`src/hw/rtl/fua_pkg.sv`:
```
// Shared widths, constants, register indexes and transaction types of the packetizer.
// No dependencies; fua_front, fua_back, the top level and the checker import it.
`timescale 1ns / 1ps

package fua_pkg;

  localparam int unsigned BYTE_W     = 8;
  localparam int unsigned FRAG_W     = 14;
  localparam int unsigned LEN_W      = 24;
  localparam int unsigned SEQ_W      = 16;
  localparam int unsigned TS_W       = 32;
  localparam int unsigned CFG_IDX_W  = 2;
  localparam int unsigned CFG_DATA_W = 32;

  localparam int unsigned QUEUE_DEPTH = 4;

  localparam logic [FRAG_W-1:0] FRAG_MIN   = 14'd2;
  localparam logic [FRAG_W-1:0] FRAG_MAX   = 14'd8192;
  localparam logic [FRAG_W-1:0] FRAG_RESET = 14'd1400;
  localparam logic [TS_W-1:0]   STEP_RESET = 32'(90000 / 25);
  localparam logic [SEQ_W-1:0]  SEQ_RESET  = '0;
  localparam logic [TS_W-1:0]   TS_RESET   = '0;

  localparam logic [4:0]        FU_A_TYPE  = 5'd28;
  localparam logic [4:0]        TYPE_SPS   = 5'd7;
  localparam logic [4:0]        TYPE_PPS   = 5'd8;
  localparam logic [BYTE_W-1:0] NRI_MASK   = 8'h60;
  localparam logic [BYTE_W-1:0] TYPE_MASK  = 8'h1F;
  localparam logic [BYTE_W-1:0] START_BIT  = 8'h80;
  localparam logic [BYTE_W-1:0] END_BIT    = 8'h40;

  typedef enum logic [CFG_IDX_W-1:0] {
    REG_FRAG_SIZE,
    REG_TS_STEP,
    REG_SEQ_START,
    REG_TS_START
  } cfg_reg_t;

  typedef struct packed {
    logic                  wr;
    logic [CFG_IDX_W-1:0]  idx;
    logic [CFG_DATA_W-1:0] data;
  } cfg_wr_t;

  // One accepted NAL byte that gives results: the data byte, optionally
  // preceded by an FU indicator and an FU header.
  typedef struct packed {
    logic [BYTE_W-1:0] data_byte;
    logic              hdr_en;
    logic [BYTE_W-1:0] ind_byte;
    logic [BYTE_W-1:0] fuh_byte;
    logic              pkt_first;
    logic              pkt_last;
    logic [FRAG_W-1:0] pkt_bytes;
    logic [SEQ_W-1:0]  seq;
    logic [TS_W-1:0]   ts;
  } job_t;

  localparam int unsigned JOB_W = $bits(job_t);

endpackage

```
`src/hw/rtl/fua_queue.sv`:
```
// Small first-in first-out queue of registers between front and back end.
// Generic: width and depth by parameter, no package needed.
`timescale 1ns / 1ps

module fua_queue #(
  parameter int unsigned WIDTH = 8,
  parameter int unsigned DEPTH = 4
) (
  input  logic             clk,
  input  logic             rst_n,
  input  logic             wr_valid,
  output logic             wr_ready,
  input  logic [WIDTH-1:0] wr_data,
  output logic             rd_valid,
  input  logic             rd_ready,
  output logic [WIDTH-1:0] rd_data
);

  localparam int unsigned PTR_W = (DEPTH > 1) ? $clog2(DEPTH) : 1;
  localparam int unsigned CNT_W = $clog2(DEPTH + 1);

  logic [WIDTH-1:0] mem_r [DEPTH];
  logic [PTR_W-1:0] wr_ptr_r, wr_ptr_nxt;
  logic [PTR_W-1:0] rd_ptr_r, rd_ptr_nxt;
  logic [CNT_W-1:0] count_r, count_nxt;
  logic             push, pop;

  assign wr_ready = (count_r != CNT_W'(DEPTH));
  assign rd_valid = (count_r != '0);
  assign rd_data  = mem_r[rd_ptr_r];
  assign push     = wr_valid && wr_ready;
  assign pop      = rd_valid && rd_ready;

  always_comb begin
    wr_ptr_nxt = wr_ptr_r;
    rd_ptr_nxt = rd_ptr_r;
    count_nxt  = count_r;
    if (push) begin
      wr_ptr_nxt = (wr_ptr_r == PTR_W'(DEPTH - 1)) ? '0 : wr_ptr_r + 1'b1;
    end
    if (pop) begin
      rd_ptr_nxt = (rd_ptr_r == PTR_W'(DEPTH - 1)) ? '0 : rd_ptr_r + 1'b1;
    end
    if (push && !pop) begin
      count_nxt = count_r + 1'b1;
    end else if (pop && !push) begin
      count_nxt = count_r - 1'b1;
    end
  end

  always_ff @(posedge clk) begin
    if (!rst_n) begin
      wr_ptr_r <= '0;
      rd_ptr_r <= '0;
      count_r  <= '0;
    end else begin
      wr_ptr_r <= wr_ptr_nxt;
      rd_ptr_r <= rd_ptr_nxt;
      count_r  <= count_nxt;
    end
    if (push) begin
      mem_r[wr_ptr_r] <= wr_data;
    end
  end

endmodule

```
`src/hw/rtl/fua_front.sv`:
```
// Front end: configuration registers, NAL tracking, sequence and timestamp.
// Classifies each accepted byte into a queue transaction. Uses fua_pkg.
`timescale 1ns / 1ps

module fua_front (
  input  logic                          clk,
  input  logic                          rst_n,
  input  fua_pkg::cfg_wr_t              cfg,
  input  logic                          in_valid,
  output logic                          in_ready,
  input  logic [fua_pkg::BYTE_W-1:0]    in_nal_byte,
  input  logic                          in_nal_first,
  input  logic [fua_pkg::LEN_W-1:0]     in_nal_length,
  output logic                          job_valid,
  input  logic                          job_ready,
  output fua_pkg::job_t                 job
);

  import fua_pkg::*;

  logic              frag_mode_r, frag_mode_nxt;
  logic [LEN_W-1:0]  left_nal_r, left_nal_nxt;
  logic [FRAG_W-1:0] left_frag_r, left_frag_nxt;
  logic [BYTE_W-1:0] saved_hdr_r, saved_hdr_nxt;
  logic              first_due_r, first_due_nxt;
  logic [FRAG_W-1:0] pkt_len_r, pkt_len_nxt;
  logic [SEQ_W-1:0]  seq_r, seq_nxt;
  logic [TS_W-1:0]   ts_r, ts_nxt;
  logic [FRAG_W-1:0] frag_size_r, frag_size_nxt;
  logic [TS_W-1:0]   ts_step_r, ts_step_nxt;

  logic              accept;
  logic              emit;
  logic [LEN_W-1:0]  len0;
  logic [LEN_W-1:0]  frag_ext;
  logic              fits;
  logic              is_end;
  logic [FRAG_W-1:0] chunk;
  logic [FRAG_W-1:0] frag_cnt;
  logic              saved_ps;
  logic              new_ps;
  logic [FRAG_W-1:0] cfg_frag;

  assign in_ready  = job_ready;
  assign accept    = in_valid && in_ready;
  assign job_valid = in_valid && emit;

  assign len0     = (in_nal_length == '0) ? LEN_W'(1) : in_nal_length;
  assign frag_ext = {{(LEN_W - FRAG_W){1'b0}}, frag_size_r};
  assign fits     = (len0 <= frag_ext);
  assign is_end   = (left_nal_r <= frag_ext);
  assign chunk    = is_end ? left_nal_r[FRAG_W-1:0] : frag_size_r;
  assign frag_cnt = (left_frag_r == '0) ? chunk : left_frag_r;
  assign saved_ps = (saved_hdr_r[4:0] == TYPE_SPS) || (saved_hdr_r[4:0] == TYPE_PPS);
  assign new_ps   = (in_nal_byte[4:0] == TYPE_SPS) || (in_nal_byte[4:0] == TYPE_PPS);
  assign cfg_frag = cfg.data[FRAG_W-1:0];

  always_comb begin
    frag_mode_nxt = frag_mode_r;
    left_nal_nxt  = left_nal_r;
    left_frag_nxt = left_frag_r;
    saved_hdr_nxt = saved_hdr_r;
    first_due_nxt = first_due_r;
    pkt_len_nxt   = pkt_len_r;
    seq_nxt       = seq_r;
    ts_nxt        = ts_r;
    frag_size_nxt = frag_size_r;
    ts_step_nxt   = ts_step_r;
    emit          = 1'b0;
    job.data_byte = in_nal_byte;
    job.hdr_en    = 1'b0;
    job.ind_byte  = (saved_hdr_r & NRI_MASK) | {3'b000, FU_A_TYPE};
    job.fuh_byte  = (saved_hdr_r & TYPE_MASK) | (first_due_r ? START_BIT : '0)
                    | (is_end ? END_BIT : '0);
    job.pkt_first = 1'b0;
    job.pkt_last  = 1'b0;
    job.pkt_bytes = pkt_len_r;
    job.seq       = seq_r;
    job.ts        = ts_r;

    if (in_valid && in_nal_first) begin
      // Header byte: open a new NAL, dropping any unfinished one.
      emit = fits;
      if (accept) begin
        saved_hdr_nxt = in_nal_byte;
        left_nal_nxt  = len0 - 1'b1;
        left_frag_nxt = '0;
        first_due_nxt = 1'b1;
        frag_mode_nxt = !fits;
        pkt_len_nxt   = fits ? len0[FRAG_W-1:0] : '0;
        if (fits && (len0 == LEN_W'(1))) begin
          seq_nxt = seq_r + 1'b1;
          if (!new_ps) begin
            ts_nxt = ts_r + ts_step_r;
          end
        end
      end
      job.pkt_first = 1'b1;
      job.pkt_last  = (len0 == LEN_W'(1));
      job.pkt_bytes = len0[FRAG_W-1:0];
    end else if (in_valid && (left_nal_r != '0)) begin
      emit = 1'b1;
      if (!frag_mode_r) begin
        job.pkt_last = (left_nal_r == LEN_W'(1));
        if (accept) begin
          left_nal_nxt = left_nal_r - 1'b1;
          if (left_nal_r == LEN_W'(1)) begin
            seq_nxt = seq_r + 1'b1;
            if (!saved_ps) begin
              ts_nxt = ts_r + ts_step_r;
            end
          end
        end
      end else begin
        // Fragment start: prepend indicator and FU header.
        if (left_frag_r == '0) begin
          job.hdr_en    = 1'b1;
          job.pkt_bytes = chunk + FRAG_W'(2);
        end
        job.pkt_last = (frag_cnt == FRAG_W'(1));
        if (accept) begin
          left_nal_nxt  = left_nal_r - 1'b1;
          left_frag_nxt = frag_cnt - 1'b1;
          if (left_frag_r == '0) begin
            first_due_nxt = 1'b0;
            pkt_len_nxt   = chunk + FRAG_W'(2);
          end
          if (frag_cnt == FRAG_W'(1)) begin
            seq_nxt = seq_r + 1'b1;
          end
          if (left_nal_r == LEN_W'(1)) begin
            ts_nxt = ts_r + ts_step_r;
          end
        end
      end
    end

    // The user must issue register writes only while idle; the block does not enforce it.
    if (cfg.wr) begin
      case (cfg_reg_t'(cfg.idx))
        REG_FRAG_SIZE: begin
          if (cfg_frag < FRAG_MIN) begin
            frag_size_nxt = FRAG_MIN;
          end else if (cfg_frag > FRAG_MAX) begin
            frag_size_nxt = FRAG_MAX;
          end else begin
            frag_size_nxt = cfg_frag;
          end
        end
        REG_TS_STEP:   ts_step_nxt = cfg.data[TS_W-1:0];
        REG_SEQ_START: seq_nxt     = cfg.data[SEQ_W-1:0];
        REG_TS_START:  ts_nxt      = cfg.data[TS_W-1:0];
        default: ;
      endcase
    end
  end

  always_ff @(posedge clk) begin
    if (!rst_n) begin
      frag_mode_r <= 1'b0;
      left_nal_r  <= '0;
      left_frag_r <= '0;
      saved_hdr_r <= '0;
      first_due_r <= 1'b0;
      pkt_len_r   <= '0;
      seq_r       <= SEQ_RESET;
      ts_r        <= TS_RESET;
      frag_size_r <= FRAG_RESET;
      ts_step_r   <= STEP_RESET;
    end else begin
      frag_mode_r <= frag_mode_nxt;
      left_nal_r  <= left_nal_nxt;
      left_frag_r <= left_frag_nxt;
      saved_hdr_r <= saved_hdr_nxt;
      first_due_r <= first_due_nxt;
      pkt_len_r   <= pkt_len_nxt;
      seq_r       <= seq_nxt;
      ts_r        <= ts_nxt;
      frag_size_r <= frag_size_nxt;
      ts_step_r   <= ts_step_nxt;
    end
  end

endmodule

```
`src/hw/rtl/fua_back.sv`:
```
// Back end: expands queued transactions into one or three payload bytes.
// Owns the output register. Uses fua_pkg.
`timescale 1ns / 1ps

module fua_back (
  input  logic                       clk,
  input  logic                       rst_n,
  input  logic                       job_valid,
  output logic                       job_ready,
  input  fua_pkg::job_t              job,
  output logic                       out_valid,
  input  logic                       out_ready,
  output logic [fua_pkg::BYTE_W-1:0] out_packet_byte,
  output logic                       out_packet_first,
  output logic                       out_packet_last,
  output logic [fua_pkg::FRAG_W-1:0] out_packet_bytes,
  output logic [fua_pkg::SEQ_W-1:0]  out_sequence_number,
  output logic [fua_pkg::TS_W-1:0]   out_rtp_timestamp,
  output logic                       out_run_last
);

  import fua_pkg::*;

  typedef enum logic [1:0] {
    BEAT_IND,
    BEAT_FUH,
    BEAT_DATA
  } beat_t;

  beat_t             beat_r, beat_nxt;
  logic              valid_r, valid_nxt;
  logic [BYTE_W-1:0] byte_r, byte_nxt;
  logic              first_r, first_nxt;
  logic              last_r, last_nxt;
  logic [FRAG_W-1:0] bytes_r, bytes_nxt;
  logic [SEQ_W-1:0]  seq_r, seq_nxt;
  logic [TS_W-1:0]   ts_r, ts_nxt;
  logic              run_last_r, run_last_nxt;
  logic              load;

  assign load = !valid_r || out_ready;

  always_comb begin
    beat_nxt     = beat_r;
    valid_nxt    = valid_r && !out_ready;
    byte_nxt     = byte_r;
    first_nxt    = first_r;
    last_nxt     = last_r;
    bytes_nxt    = bytes_r;
    seq_nxt      = seq_r;
    ts_nxt       = ts_r;
    run_last_nxt = run_last_r;
    job_ready    = 1'b0;
    if (load && job_valid) begin
      valid_nxt = 1'b1;
      bytes_nxt = job.pkt_bytes;
      seq_nxt   = job.seq;
      ts_nxt    = job.ts;
      case (beat_r)
        BEAT_IND: begin
          if (job.hdr_en) begin
            byte_nxt     = job.ind_byte;
            first_nxt    = 1'b1;
            last_nxt     = 1'b0;
            run_last_nxt = 1'b0;
            beat_nxt     = BEAT_FUH;
          end else begin
            byte_nxt     = job.data_byte;
            first_nxt    = job.pkt_first;
            last_nxt     = job.pkt_last;
            run_last_nxt = 1'b1;
            job_ready    = 1'b1;
          end
        end
        BEAT_FUH: begin
          byte_nxt     = job.fuh_byte;
          first_nxt    = 1'b0;
          last_nxt     = 1'b0;
          run_last_nxt = 1'b0;
          beat_nxt     = BEAT_DATA;
        end
        default: begin
          byte_nxt     = job.data_byte;
          first_nxt    = 1'b0;
          last_nxt     = job.pkt_last;
          run_last_nxt = 1'b1;
          job_ready    = 1'b1;
          beat_nxt     = BEAT_IND;
        end
      endcase
    end
  end

  always_ff @(posedge clk) begin
    if (!rst_n) begin
      beat_r  <= BEAT_IND;
      valid_r <= 1'b0;
    end else begin
      beat_r  <= beat_nxt;
      valid_r <= valid_nxt;
    end
    byte_r     <= byte_nxt;
    first_r    <= first_nxt;
    last_r     <= last_nxt;
    bytes_r    <= bytes_nxt;
    seq_r      <= seq_nxt;
    ts_r       <= ts_nxt;
    run_last_r <= run_last_nxt;
  end

  assign out_valid           = valid_r;
  assign out_packet_byte     = byte_r;
  assign out_packet_first    = first_r;
  assign out_packet_last     = last_r;
  assign out_packet_bytes    = bytes_r;
  assign out_sequence_number = seq_r;
  assign out_rtp_timestamp   = ts_r;
  assign out_run_last        = run_last_r;

endmodule

```
`src/hw/rtl/h264_rtp_fu_a_packetizer_unit.sv`:
```
// Top level of the H.264 RTP packetizer (single NAL unit and FU-A modes).
// Instantiates fua_front, fua_queue and fua_back; uses fua_pkg.
//
// Use:
//   in_*  : one NAL byte per transaction, start code removed. Raise in_nal_first
//           on the header byte and give the total NAL length with it.
//   out_* : RTP payload bytes. out_packet_first/out_packet_last frame a packet,
//           out_packet_bytes, out_sequence_number and out_rtp_timestamp stand on
//           every byte; out_run_last marks the last byte caused by one input.
//   cfg_* : register writes (fragment size, timestamp step, sequence start,
//           timestamp start); always ready, issue them only while idle.
// Path: an accepted byte is written into the queue, then into the output register.
// Throughput: one byte per cycle while the queue has room. The first data byte of
//   each FU-A fragment gives three output bytes, so input slows in long NALs; the
//   four-entry queue absorbs the extra beats. The output register is the only
//   limit on the back end: one byte a cycle while out_ready is high.
// Reset: synchronous, active low. Clears the NAL state, loads the reset register
//   values, sequence 0 and timestamp 0, and empties the queue. No clearing pass.
// Stall: when out_ready is low the output byte holds; the queue then fills and
//   in_ready falls until the receiver takes data again.
`timescale 1ns / 1ps

module h264_rtp_fu_a_packetizer_unit #(
  parameter int unsigned QUEUE_DEPTH = fua_pkg::QUEUE_DEPTH
) (
  input  logic                           clk,
  input  logic                           rst_n,
  input  logic                           cfg_valid,
  output logic                           cfg_ready,
  input  logic [fua_pkg::CFG_IDX_W-1:0]  cfg_index,
  input  logic [fua_pkg::CFG_DATA_W-1:0] cfg_data,
  input  logic                           in_valid,
  output logic                           in_ready,
  input  logic [fua_pkg::BYTE_W-1:0]     in_nal_byte,
  input  logic                           in_nal_first,
  input  logic [fua_pkg::LEN_W-1:0]      in_nal_length,
  output logic                           out_valid,
  input  logic                           out_ready,
  output logic [fua_pkg::BYTE_W-1:0]     out_packet_byte,
  output logic                           out_packet_first,
  output logic                           out_packet_last,
  output logic [fua_pkg::FRAG_W-1:0]     out_packet_bytes,
  output logic [fua_pkg::SEQ_W-1:0]      out_sequence_number,
  output logic [fua_pkg::TS_W-1:0]       out_rtp_timestamp,
  output logic                           out_run_last
);

  import fua_pkg::*;

  cfg_wr_t          cfg;
  logic             push_valid, push_ready;
  job_t             push_job;
  logic             pop_valid, pop_ready;
  logic [JOB_W-1:0] pop_data;
  job_t             pop_job;

  // Register writes never stall.
  assign cfg_ready = 1'b1;
  assign cfg.wr    = cfg_valid && cfg_ready;
  assign cfg.idx   = cfg_index;
  assign cfg.data  = cfg_data;

  // Front: classify each byte and keep per-NAL state.
  fua_front u_front (
    .clk           (clk),
    .rst_n         (rst_n),
    .cfg           (cfg),
    .in_valid      (in_valid),
    .in_ready      (in_ready),
    .in_nal_byte   (in_nal_byte),
    .in_nal_first  (in_nal_first),
    .in_nal_length (in_nal_length),
    .job_valid     (push_valid),
    .job_ready     (push_ready),
    .job           (push_job)
  );

  // Decouple the front from header insertion in the back end.
  fua_queue #(
    .WIDTH (JOB_W),
    .DEPTH (QUEUE_DEPTH)
  ) u_queue (
    .clk      (clk),
    .rst_n    (rst_n),
    .wr_valid (push_valid),
    .wr_ready (push_ready),
    .wr_data  (push_job),
    .rd_valid (pop_valid),
    .rd_ready (pop_ready),
    .rd_data  (pop_data)
  );

  assign pop_job = pop_data;

  // Back: emit indicator, FU header and data bytes into the output register.
  fua_back u_back (
    .clk                 (clk),
    .rst_n               (rst_n),
    .job_valid           (pop_valid),
    .job_ready           (pop_ready),
    .job                 (pop_job),
    .out_valid           (out_valid),
    .out_ready           (out_ready),
    .out_packet_byte     (out_packet_byte),
    .out_packet_first    (out_packet_first),
    .out_packet_last     (out_packet_last),
    .out_packet_bytes    (out_packet_bytes),
    .out_sequence_number (out_sequence_number),
    .out_rtp_timestamp   (out_rtp_timestamp),
    .out_run_last        (out_run_last)
  );

endmodule

```
`config.mk`:
```
export PLATFORM = sky130hd
export DESIGN_NAME = h264_rtp_fu_a_packetizer_unit
export DESIGN_NICKNAME = d
export VERILOG_FILES = /design/src/hw/rtl/fua_pkg.sv /design/src/hw/rtl/fua_queue.sv /design/src/hw/rtl/fua_front.sv /design/src/hw/rtl/fua_back.sv /design/src/hw/rtl/h264_rtp_fu_a_packetizer_unit.sv
export SDC_FILE = /design/constraint.sdc
export NUM_CORES = 1
export LEC_CHECK = 0
export ABC_AREA = 1
export BUFFER_PORTS_ARGS = -buffer_cell sky130_fd_sc_hd__buf_4
export CELL_PAD_IN_SITES_DETAIL_PLACEMENT = 1
export CELL_PAD_IN_SITES_GLOBAL_PLACEMENT = 2
export CORE_ASPECT_RATIO = 1.75
export CORE_MARGIN = 2
export CORE_UTILIZATION = 35
export CTS_CLUSTER_DIAMETER = 150
export DETAILED_ROUTE_END_ITERATION = 10
export PLACE_DENSITY = 0.75
export SETUP_SLACK_MARGIN = 0.05
export SYNTH_ARGS = -nofsm -noshare
export SYNTH_HDL_FRONTEND = slang
export SYNTH_SLANG_ARGS = --single-unit
```
`constraint.sdc`:
```
create_clock -name clk -period 6.3 [get_ports clk]
set_input_delay 1.26 -clock clk [delete_from_list [all_inputs] [get_ports clk]]
set_output_delay 1.26 -clock clk [all_outputs]
set_load 0.05 [all_outputs]
```
* Word level (Yosys, flattened, before mapping)
Memory sizes are Yosys's and may differ from the RTL's. A register that Yosys moved wholly into a read port is not among the register bits.
Index checks and enable logic that the tools add are counted.
** Operators by class
- Magnitude comparators :: 4
- Equality and inequality tests :: 15
- $add $sub $neg :: 10
- Bitwise logic cells :: 2
- Reductions and logical operators :: 36
- Muxes and demuxes :: 83
** Operator list (number)
- $mux 32 :: 13
- $mux 14 :: 17
- $mux 16 :: 11
- $mux 24 :: 5
- $eq 24x1->1 const B :: 2
- $le 24x14->1 :: 2
- $sub 24x1->24 const B :: 2
- $add 32x32->32 :: 1
- $mux 15 :: 2
- $logic_not 24->1 :: 1
- $reduce_bool 24->1 :: 1
- $mux 1 :: 21
- $add 16x1->16 const B :: 1
- $mux 8 :: 2
- $pmux 8 s2 :: 1
- $add 14x2->14 const B :: 1
- $eq 14x1->1 const B :: 1
- $gt 14x14->1 const B :: 1
- $logic_not 14->1 :: 1
- $lt 14x2->1 const B :: 1
- $sub 14x1->14 const B :: 1
- $logic_and 1x1->1 :: 11
- $eq 5x3->1 const B :: 2
- $eq 5x4->1 const B :: 2
- 22 further kinds :: 47
** Word-level totals
- Register bits :: 238
- Output and inout port bits :: 76
- Memory bits (writable) :: 332
- Input bits :: 72
- Memories kept :: 1
- Word-level logic and storage cells :: 173
** Memory list
- u_queue.mem_r :: depth 4, width 83, read ports 1, clocked after memory_dff 1, write ports 1, RTL line fua_queue.sv:22 : logic [WIDTH-1:0] mem_r [DEPTH];

* Longest topological paths before layout
Gate-level depths: netlist of the first run.
- Word-level depth :: 11
- Depth in mapped cells :: 28
- Mapped depth without buffers :: 27

* Modules after synthesis
A second synthesis of the first run with hierarchy kept.
** Second synthesis, totals
- Cell total of the unflattened synthesis :: 3202
- Area, all modules :: 29236.8 µm²
** By module, submodules not included
- fua_queue :: instances 1, cells an instance 931, area each 13665.6 µm²
- fua_front :: instances 1, cells an instance 2115, area each 12932.4 µm²
- fua_back :: instances 1, cells an instance 154, area each 2627.5 µm²
- h264_rtp_fu_a_packetizer_unit :: instances 1, cells an instance 2, area each 11.3 µm²

* Worst setup path before layout of the first run
No wires, ideal clock.
- Path type :: input-to-reg
- Start :: input in_nal_length[7] (netlist bit)
- End :: memory u_queue.mem_r[0][0] (netlist bit) (enable)
- Path buffers :: 0
- Data arrival time :: 6.296 ns
- Stages on the path :: 12
- Setup slack :: -0.519 ns
- Data required time :: 5.777 ns
- Path through :: or2_2 -> nor2_1 -> nand4_1 -> nand2_1 -> inv_1 -> ha_1 -> nand3_1 -> nor2_1 -> nand3_1 -> nand3_1 -> nand2_1 -> nor2_1
** On the way
- Longest elaborated chain between the ends :: 8
** RTL lines
- start: declaration :: RTL line h264_rtp_fu_a_packetizer_unit.sv:36 : input logic [fua_pkg::LEN_W-1:0] in_nal_length,
- $logic_not 24->1 :: RTL line fua_front.sv:48 : assign len0 = (in_nal_length == '0) ? LEN_W'(1) : in_nal_length;
- $mux 24 * :: RTL line fua_front.sv:48
- $le 24x14->1 * :: RTL line fua_front.sv:50 : assign fits = (len0 <= frag_ext);
- $mux 1 * :: RTL line fua_front.sv:81 : if (in_valid && in_nal_first) begin
- $logic_and 1x1->1 * :: RTL line fua_front.sv:46 : assign job_valid = in_valid && emit;
- $logic_and 1x1->1 * :: RTL line fua_queue.sv:31 : assign push = wr_valid && wr_ready;
- $mux 1 * :: RTL line fua_queue.sv:61 : if (push) begin
- $mux 1 (not written as such) * :: RTL line fua_queue.sv:62 : mem_r[wr_ptr_r] <= wr_data;
- end: declaration :: RTL line fua_queue.sv:22
Every way passes the cells marked *; elsewhere a longest branch is shown, timed or not.

* Worst setup path after layout of the first run
- Start :: register u_front.frag_size_r[10]
- End :: register u_front.seq_r[0]
** On the way
- Longest elaborated chain between the ends :: 11
- Elaborated cells between the ends (all ways) :: 15
** RTL lines
- start: declaration :: RTL line fua_front.sv:29 : logic [FRAG_W-1:0] frag_size_r, frag_size_nxt;
- start signal: assignment :: RTL line fua_front.sv:179 : frag_size_r <= frag_size_nxt;
- $le 24x14->1 :: RTL line fua_front.sv:51 : assign is_end = (left_nal_r <= frag_ext);
- $mux 14 :: RTL line fua_front.sv:52 : assign chunk = is_end ? left_nal_r[FRAG_W-1:0] : frag_size_r;
- $mux 14 :: RTL line fua_front.sv:53 : assign frag_cnt = (left_frag_r == '0) ? chunk : left_frag_r;
- $eq 14x1->1 :: RTL line fua_front.sv:128 : if (frag_cnt == FRAG_W'(1)) begin
- $mux 16 :: RTL line fua_front.sv:128
- $mux 16 :: RTL line fua_front.sv:121 : if (accept) begin
- $mux 16 :: RTL line fua_front.sv:103 : if (!frag_mode_r) begin
- $mux 16 :: RTL line fua_front.sv:101 : end else if (in_valid && (left_nal_r != '0)) begin
- $mux 16 * :: RTL line fua_front.sv:81
- $mux 16 :: RTL line fua_front.sv:140 : case (cfg_reg_t'(cfg.idx))
- $mux 16 * :: RTL line fua_front.sv:139 : if (cfg.wr) begin
- end signal: assignment :: RTL line fua_front.sv:177 : seq_r <= seq_nxt;
- end: declaration :: RTL line fua_front.sv:27 : logic [SEQ_W-1:0] seq_r, seq_nxt;
Marked as above.
A chain may end at the register's enable or synchronous reset.

==> summary.md, run 1 <==
| Metric | Value |
|---|---|
| Data arrival at the endpoint of the critical path | approximately 5.0 ns |
| Met3 Use GR | 2.486% |
| Number of placement rows | approximately 140 |
| H-tree level count | 2 |
| Grt total ovfl | 0 |
| Synthesized netlist cell count | 2951 |
| Total of cells resized after clock tree synthesis | 0 |
| Initial antenna violation count | 0 |
| Number of buffers inserted to repair setup after CTS | 0 |
| Number of top-level pins | 148 |
| IO buf count | 146 |
| Master cell of the clock root buffer | clkbuf_16 |
| Number of fill cells in the layout | 8881 |
| EDFF count, synth | 401 |
| Maximum single-stage delay on the critical path | 0.65 ns |
| Detailed Route WL | ~99000 um |
| Setup repair after global routing missed its margin | no |
| Number of cell instances on the worst register-to-register path | 21 |
| Synth top area share | ~44% |
| Most used cell, CP | nand2_1 |
| TritonCTS clock tree | yes |
| CTS Buf Count | 55 |
| Beginning of the worst hold path | u_front.pkt_len_r[7]$_SDFFE_PN0P_ |
| Average cell area after synthesis | 9.223 um2 |
| Share of cells above drive strength 1 | 10.96% |
| Final hold violation count | 0 |
| Final design instance area without fill | 31380 um2 |
| Largest fanout on the critical path | 19 |
| Routed Antenna Nets | 0 |
| Global routing usage on met2 | 48.02% |
| Cell types occupying the most area after synthesis | edfxtp_1 (44%), dfxtp_1 (12%), nand2_1 (6.6%), o21ai_0 (5.6%), nor2_1 (4.6%) |
| Setup crit start kind | flop |
| Max Transition Viols Final | 0 |
| Clk buf depth | 3 |
| Hold Buf Count CTS | 0 |
| Via density per instance | 5.353 |
| Crit path cell chain | inv_1 > buf_4 > ha_1 > nand2_1 > nor2_1 > nand4_1 > nand3b_1 > nand2_4 > nand2_1 > nand3_1 > nand2_1 > nor2_2 > nand2_1 > nor2_4 > nand3_4 > nand2_1 > nand2_1 > nand3_1 > nand3_1 > nand2_1 > inv_1 |
| Reg-to-reg endpoint | u_front.seq_r[0]$_SDFF_PN0_ |
| Max_cap viols | 0 |
| Flip-flop and latch count after synthesis | 568 |
| Sequential cell area fraction in the yosys report | 56.53% |
| Synthesized netlist net count | 3098 |
| DPL Wire Length | 70760 um |
| Tightest Pin Transition | 1.098 ns |
| Leading post-synthesis cells by instance count | nand2_1 (481), edfxtp_1 (401), nor2_1 (337) |
| Effective utilization at floorplan | 35.26% |
| Vias in the first global route | 23640 |
| DR WL/cell | 23.93 um |
| Maximum number of pins on one net before global-route repair | 87 |
| Status | finished, final reports clean |
| Rel. slew slack | 26.03% |
| Terminating pin of the worst hold path | u_front.pkt_len_r[7]$_SDFFE_PN0P_ |
| First-pass GRT wire length | 146500 um |
| Reg2Reg Launch Point | u_front.frag_size_r[10]$_SDFFE_PN1P_ |
| Area growth syn-to-layout | 15.28% |
| Worst path slowest cell | nand3b_1 |
| Min-Delay Path Depth | 2 |
| Peak-usage layer in the global routing report | met2 |
| Antenna diode count | 0 |
| DRC violation count after routing | 0 |
| Endpoint class of the critical path | flop |
| Final setup skew | 0.03535 ns |
| Cell type contributing the most total cell area after synthesis | edfxtp_1 |
| Shortest clock period the worst path allows after layout | 4.508 ns |
| Worst-Skew Late Latency | 0.65 ns |
| Combined area of all synthesized cells | 27220 um2 |
| Floorplan die width | 214.8 um |
| Timing-limited maximum frequency | 221.8 MHz |
| Area of the core | 77190 um2 |
| Leakage | roughly 12 nW |
| Post-layout nets | 3194 |
| Tcrit/Tclk final | 71.55% |
| Critical path start-end classification | flop to flop |
| Clock sink count | between 500 and 600 |
| Worst endpoint required time | 6.82 ns |
| Register clock-pin slew on the reported worst setup and hold paths | around 0.07 ns |
| Number of unique standard cell types used by synthesis | 58 |
| Cell Area, Placed | around 30000 um2 |
| Final Worst Setup Slack | 1.792 ns |
| Power density over the cells | 442.8 nW/um2 |
| Vertical die dimension | 372.9 um |
| Register-to-register setup slack | 1.79 ns |
| Global Route Usage Sum | 24.20% |
| Worst min-delay path class | flop to flop |
| Final-report setup violation count | 0 |
| Area enclosed by the die boundary | between 80000 and 90000 um2 |
| Final weighted congestion of routability-driven global placement | 0.9039 |
| Count leader, synth | nand2_1 |
| Yosys Warn Count | 0 |
| Detailed router's first-iteration violation count | between 1000 and 1500 |
| Global routing usage on met1 | 24.00% |
| Post-place setup slack | 1.218 ns |
| Top flip-flop cell by instance count after synthesis | edfxtp_1 |
| Max VDD drop | ~0.00027 V |
| Detailed-routing iteration count for the pre-antenna-repair pass | 5 |
| Via total after detailed routing | approximately 22000 |
| Proportion of register bits with asynchronous set or reset after synthesis | 0% |
sequential cells by signal, summed over array words and instances (netlist names), 2 cells and up, named ones only:
signal,flops
u_back.out_sequence_number,16
u_front.saved_hdr_r,7
u_queue.rd_ptr_r,2
u_front.ts_step_r,32
u_back.out_packet_byte,8
u_front.seq_r,16
u_queue.wr_ptr_r,2
u_front.pkt_len_r,14
u_front.ts_r,32
u_back.out_rtp_timestamp,32
u_queue.count_r,3
u_front.left_frag_r,14
u_back.beat_r,2
u_queue.mem_r,328
u_back.out_packet_bytes,14
u_front.frag_size_r,14
u_front.left_nal_r,24
worst max path at each step:
stage                                               from                         endpoint  depth (start not counted)
floorplan                               in_nal_length[7]    u_queue.mem_r[0][0]$_DFFE_PP_                         12
global placement                       in_nal_length[21]  u_queue.count_r[2]$_SDFFE_PN0P_                         21
detailed placement                     in_nal_length[17]  u_queue.count_r[1]$_SDFFE_PN0P_                         21
CTS                                                 flop  u_queue.count_r[1]$_SDFFE_PN0P_                         12
global route        u_front.frag_size_r[10]$_SDFFE_PN1P_      u_front.seq_r[0]$_SDFF_PN0_                         21
finish              u_front.frag_size_r[10]$_SDFFE_PN1P_      u_front.seq_r[0]$_SDFF_PN0_                         21
stage by stage:
step / hold slack [ns] / std cells / utilization, % / total power (W) / TNS (ns)
after CTS: 0.4679 / 4121 / 40.65 / 0.01405 / 0
after floorplan: 0.4329 / 2951 / - / 0.008698 / -170.21
after detailed placement: 0.4581 / 4017 / 38.22 / 0.01057 / 0
final: 0.4689 / 4121 / 40.65 / 0.01389 / 0
after global placement: 0.4520 / 4017 / 38.22 / 0.01045 / 0
after global routing: 0.4919 / 4121 / 40.65 / 0.01461 / 0
per-layer routing:
metal,up-vias,wire length (um),part of all wire (%)
met5,-,0,0
met4,0,6036,6.1
met3,189,2704,2.7
met2,467,54930,56
met1,10980,34960,35
li1,10430,-,-
area by class of cell:
class,instances,area [um2],area share (%)
well taps,1027,1285,4.096
inverters,273,1027,3.274
repair buffers,188,1536,4.897
multi-input cells,1961,10270,32.72
clock inverters,23,315.3,1.005
flip-flops and latches,568,15390,49.05
clock buffers,81,1554,4.953
cells by family (layout without fill, tap and decap cells):
logic type	Yosys count	count (layout)	synth area share, %
multiplexers	2	2	0.07815
AND/OR/NAND/NOR	1083	1083	16.83
adder cells (fa/ha/maj)	75	75	3.503
buffers and inverters	422	565	5.967
AO/OA/AOI/OAI	734	734	14.95
other	1	1	0.01378
flip-flops	568	568	56.53
XOR/XNOR	66	66	2.124
power by group:
part / internal, W / total (W) / switching [W]
registers: 0.00471 / 0.00510 / 0.000387
logic: 0.00142 / 0.00534 / 0.00392
clock network: 0.00193 / 0.00345 / 0.00151
total: 0.00807 / 0.0139 / 0.00582
critical path: cells and delay by family (launching register included):
| kind | cells | cell delay [ns] |
|---|---|---|
| AND/OR/NAND/NOR | 17 | 3.51 |
| flip-flops | 1 | 0.32 |
| adder cells (fa/ha/maj) | 1 | 0.28 |
| buffers and inverters | 3 | 0.24 |
placed cells by master, fill, tap and decap left out, drive strengths merged, types with 5 or more instances in the layout:
cell type | Yosys | routed
nand2 | 494 | 494
edfxtp | 401 | 401
nor2 | 346 | 346
o21ai | 312 | 312
inv | 269 | 273
a21oi | 261 | 261
buf | 21 | 188
dfxtp | 167 | 167
nand3 | 142 | 142
clkbuf | 128 | 81
o22ai | 80 | 80
ha | 73 | 73
xor2 | 49 | 49
nand4 | 39 | 39
nor3 | 38 | 38
a221oi | 21 | 21
o211ai | 21 | 21
xnor2 | 17 | 17
clkinv | 4 | 15
nor4 | 13 | 13
o221ai | 7 | 7
a31oi | 7 | 7
a211oi | 7 | 7
nand3b | 6 | 6
bufinv | 0 | 5
Power figures use the tool's default switching activity.
==> inputs of run 2 (changes only) <==
==> constraint.sdc (replaced) <==
create_clock -name clk -period 4.1 [get_ports clk]
set_input_delay 0.82 -clock clk [delete_from_list [all_inputs] [get_ports clk]]
set_output_delay 0.82 -clock clk [all_outputs]
set_load 0.05 [all_outputs]
==> run 2 against run 1 <==
Sequential power grew 51%. Hold slack worse by 0.075 ns. Sequential cell count unchanged. Register-to-register slack worse by 1.4 ns. Fmax is 21% higher. Global-route usage is 0.19 points higher. Final area up 1.5%. Via count up 1.7%. Clock power is 48% higher. Die area stayed put. Clock-buffer cell count fell by 11.
==> summary.md, run 2 (synthesized netlist as in run 1, its figures left out) <==
| Metric | Value |
|---|---|
| Via total after detailed routing | 22430 |
| Number of top-level pins | between 100 and 150 |
| Number of placement rows | 135 |
| Max_cap viols | 0 |
| Endpoint class of the critical path | flop |
| Flip-flop count of the largest register, all copies and words added | 328 |
| Maximum number of pins on one net before global-route repair | 95 |
| Most frequent cells in the layout | nand2_1 (479), edfxtp_1 (401), nor2_1 (331), o21ai_0 (305), inv_1 (264) |
| Area growth syn-to-layout | 17.06% |
| First-pass GRT wire length | 148000 um |
| IO buf count | 146 |
| Switching share of total power | between 40 and 50% |
| Effective utilization at floorplan | 35.26% |
| Critical path start-end classification | flop to flop |
| Tcrit/Tclk final | 90.61% |
| Detailed-routing iteration count for the pre-antenna-repair pass | 5 |
| Timing-limited maximum frequency | approximately 270 MHz |
| Data arrival at the endpoint of the critical path | between 4 and 5 ns |
| Floorplan die width | 214.8 um |
| Status | finished, final reports clean |
| Worst min-delay path class | primary input to flop |
| Post-layout nets | 3269 |
| H-tree level count | 2 |
| Grt total ovfl | 0 |
| Setup crit start kind | flop |
| Clk buf depth | 3 |
| Fraction of power consumed by the clock network | 24.0% |
| TritonCTS clock tree | yes |
| Switching power | 0.008992 W |
| Power density over the cells | 670.3 nW/um2 |
| Detailed Route WL | 99010 um |
| Final setup skew | 0.03482 ns |
| Internal Power | 0.01236 W |
| Final hold violation count | 0 |
| Hold Buf Count CTS | 0 |
| Max VDD drop | between 0.0004 and 0.0005 V |
| Register clock-pin slew on the reported worst setup and hold paths | 0.06 ns |
| Area of the core | 77190 um2 |
| Routed Antenna Nets | 0 |
| Total of cells resized after clock tree synthesis | 0 |
| Largest register by flop count | u_queue.mem_r |
| Vias in the first global route | 24020 |
| Global Route Usage Sum | 24.39% |
| Max Transition Viols Final | 0 |
| Maximum single-stage delay on the critical path | 0.48 ns |
| Antenna diode count | 0 |
| Worst path slowest cell | dfxtp_1 |
| Most common library cell in the layout ignoring fill and taps | nand2_1 |
| Tightest Pin Transition | 0.9900 ns |
| Fraction of power consumed by combinational cells | between 30 and 40% |
| Minimum hold slack | just under 0.4 ns |
| Worst-Skew Late Latency | 0.65 ns |
| Share of cells above drive strength 1 | 13.01% |
| Via density per instance | approximately 5.3 |
| Crit path cell chain | ha_1 > nand2_1 > inv_1 > nand2_1 > a21oi_1 > nor2_1 > nand2_4 > nand2_4 > o21ai_1 > nor2_1 > nor2_2 > inv_1 > ha_1 > nand3_1 > nor3_4 > buf_4 > a21oi_1 > o22ai_1 > buf_4 |
| Master cell of the clock root buffer | clkbuf_16 |
| Setup repair after global routing missed its margin | no |
| Final-report setup violation count | 0 |
| Leakage | between 10 and 15 nW |
| Rel. slew slack | ~34% |
| Largest fanout on the critical path | 16 |
| Detailed router's first-iteration violation count | 1105 |
| DRC violation count after routing | 0 |
| Shortest clock period the worst path allows after layout | 3.715 ns |
| Vertical die dimension | 372.9 um |
| Post-route setup TNS | 0 ns |
| Initial antenna violation count | 0 |
| DR WL/cell | 23.61 um |
| Clock sink count | 568 |
| Worst endpoint required time | approximately 4.6 ns |
| DPL Wire Length | between 70000 and 80000 um |
| Area enclosed by the die boundary | 80090 um2 |
| CTS Buf Count | 55 |
| Number of buffers inserted to repair setup after CTS | 0 |
| Portion of total power attributed to sequential cells | between 30% and 40% |
| Register-to-register setup slack | approximately 0.38 ns |
| Final weighted congestion of routability-driven global placement | 0.8943 |
[run 2: path summary, 6_finish.rpt]
kind	start	endpoint	cells after the start
min reg2reg	u_front.left_frag_r[12]$_SDFFE_PN0P_	u_front.left_frag_r[12]$_SDFFE_PN0P_	2
max reg2reg	u_front.left_nal_r[11]$_SDFFE_PN0P_	u_queue.mem_r[1][62]$_DFFE_PP_	19
max	u_front.left_nal_r[11]$_SDFFE_PN0P_	u_queue.mem_r[1][62]$_DFFE_PP_	19
min	in_nal_byte[7]	u_queue.mem_r[2][82]$_DFFE_PP_	1
[run 2: power by group through the flow]
stage | Clock (W) | Combinational [W] | Sequential (W)
3_3_place_gp | 0 | 0.00836 | 0.00782
4_1_cts | 0.00523 | 0.00859 | 0.00774
5_1_grt | 0.00542 | 0.00926 | 0.00781
2_1_floorplan | 0 | 0.00433 | 0.00902
3_5_place_dp | 0 | 0.00855 | 0.00786
6_report | 0.00512 | 0.00851 | 0.00772
[run 2: final cells by class]
class,instances,area (um2)
sequential,568,15390
clock inverter,32,312.8
timing repair buffer,263,2100
inverter,273,1027
fill,8833,45330
tap,1027,1285
multi-input combinational,1961,10280
clock buffer,70,1463
[run 2: metal layers]
layer  track usage [%]  up-vias  wire [um]
li1                  -    10580          -
met1             24.73    11190      35470
met2             47.27      462      54090
met3             2.412      203       2752
met4             14.95        0       6696
met5                 0        -          0
[run 2: critical path: cells and delay by family, from the launching register on]
kind / cells / cell delay (ns)
and+or+nand+nor: 9 / 1.56
buffers and inverters: 4 / 0.63
adders and majority gates: 2 / 0.46
AOI/OAI and AO/OA: 4 / 0.40
DFF: 1 / 0.48
[run 2: through the flow]
stage                     cells  power (W)  setup slack, ns  util [%]  instance area, um2
after floorplan            2951    0.01335          0.05613         -               27270
after global placement     4092    0.01617           0.1529     38.97               30080
after detailed placement   4092    0.01641           0.2885     38.97               30080
after CTS                  4194    0.02156           0.2766     41.27               31850
after global routing       4194    0.02249           0.1160     41.27               31860
final                      4194    0.02136           0.3850     41.27               31860
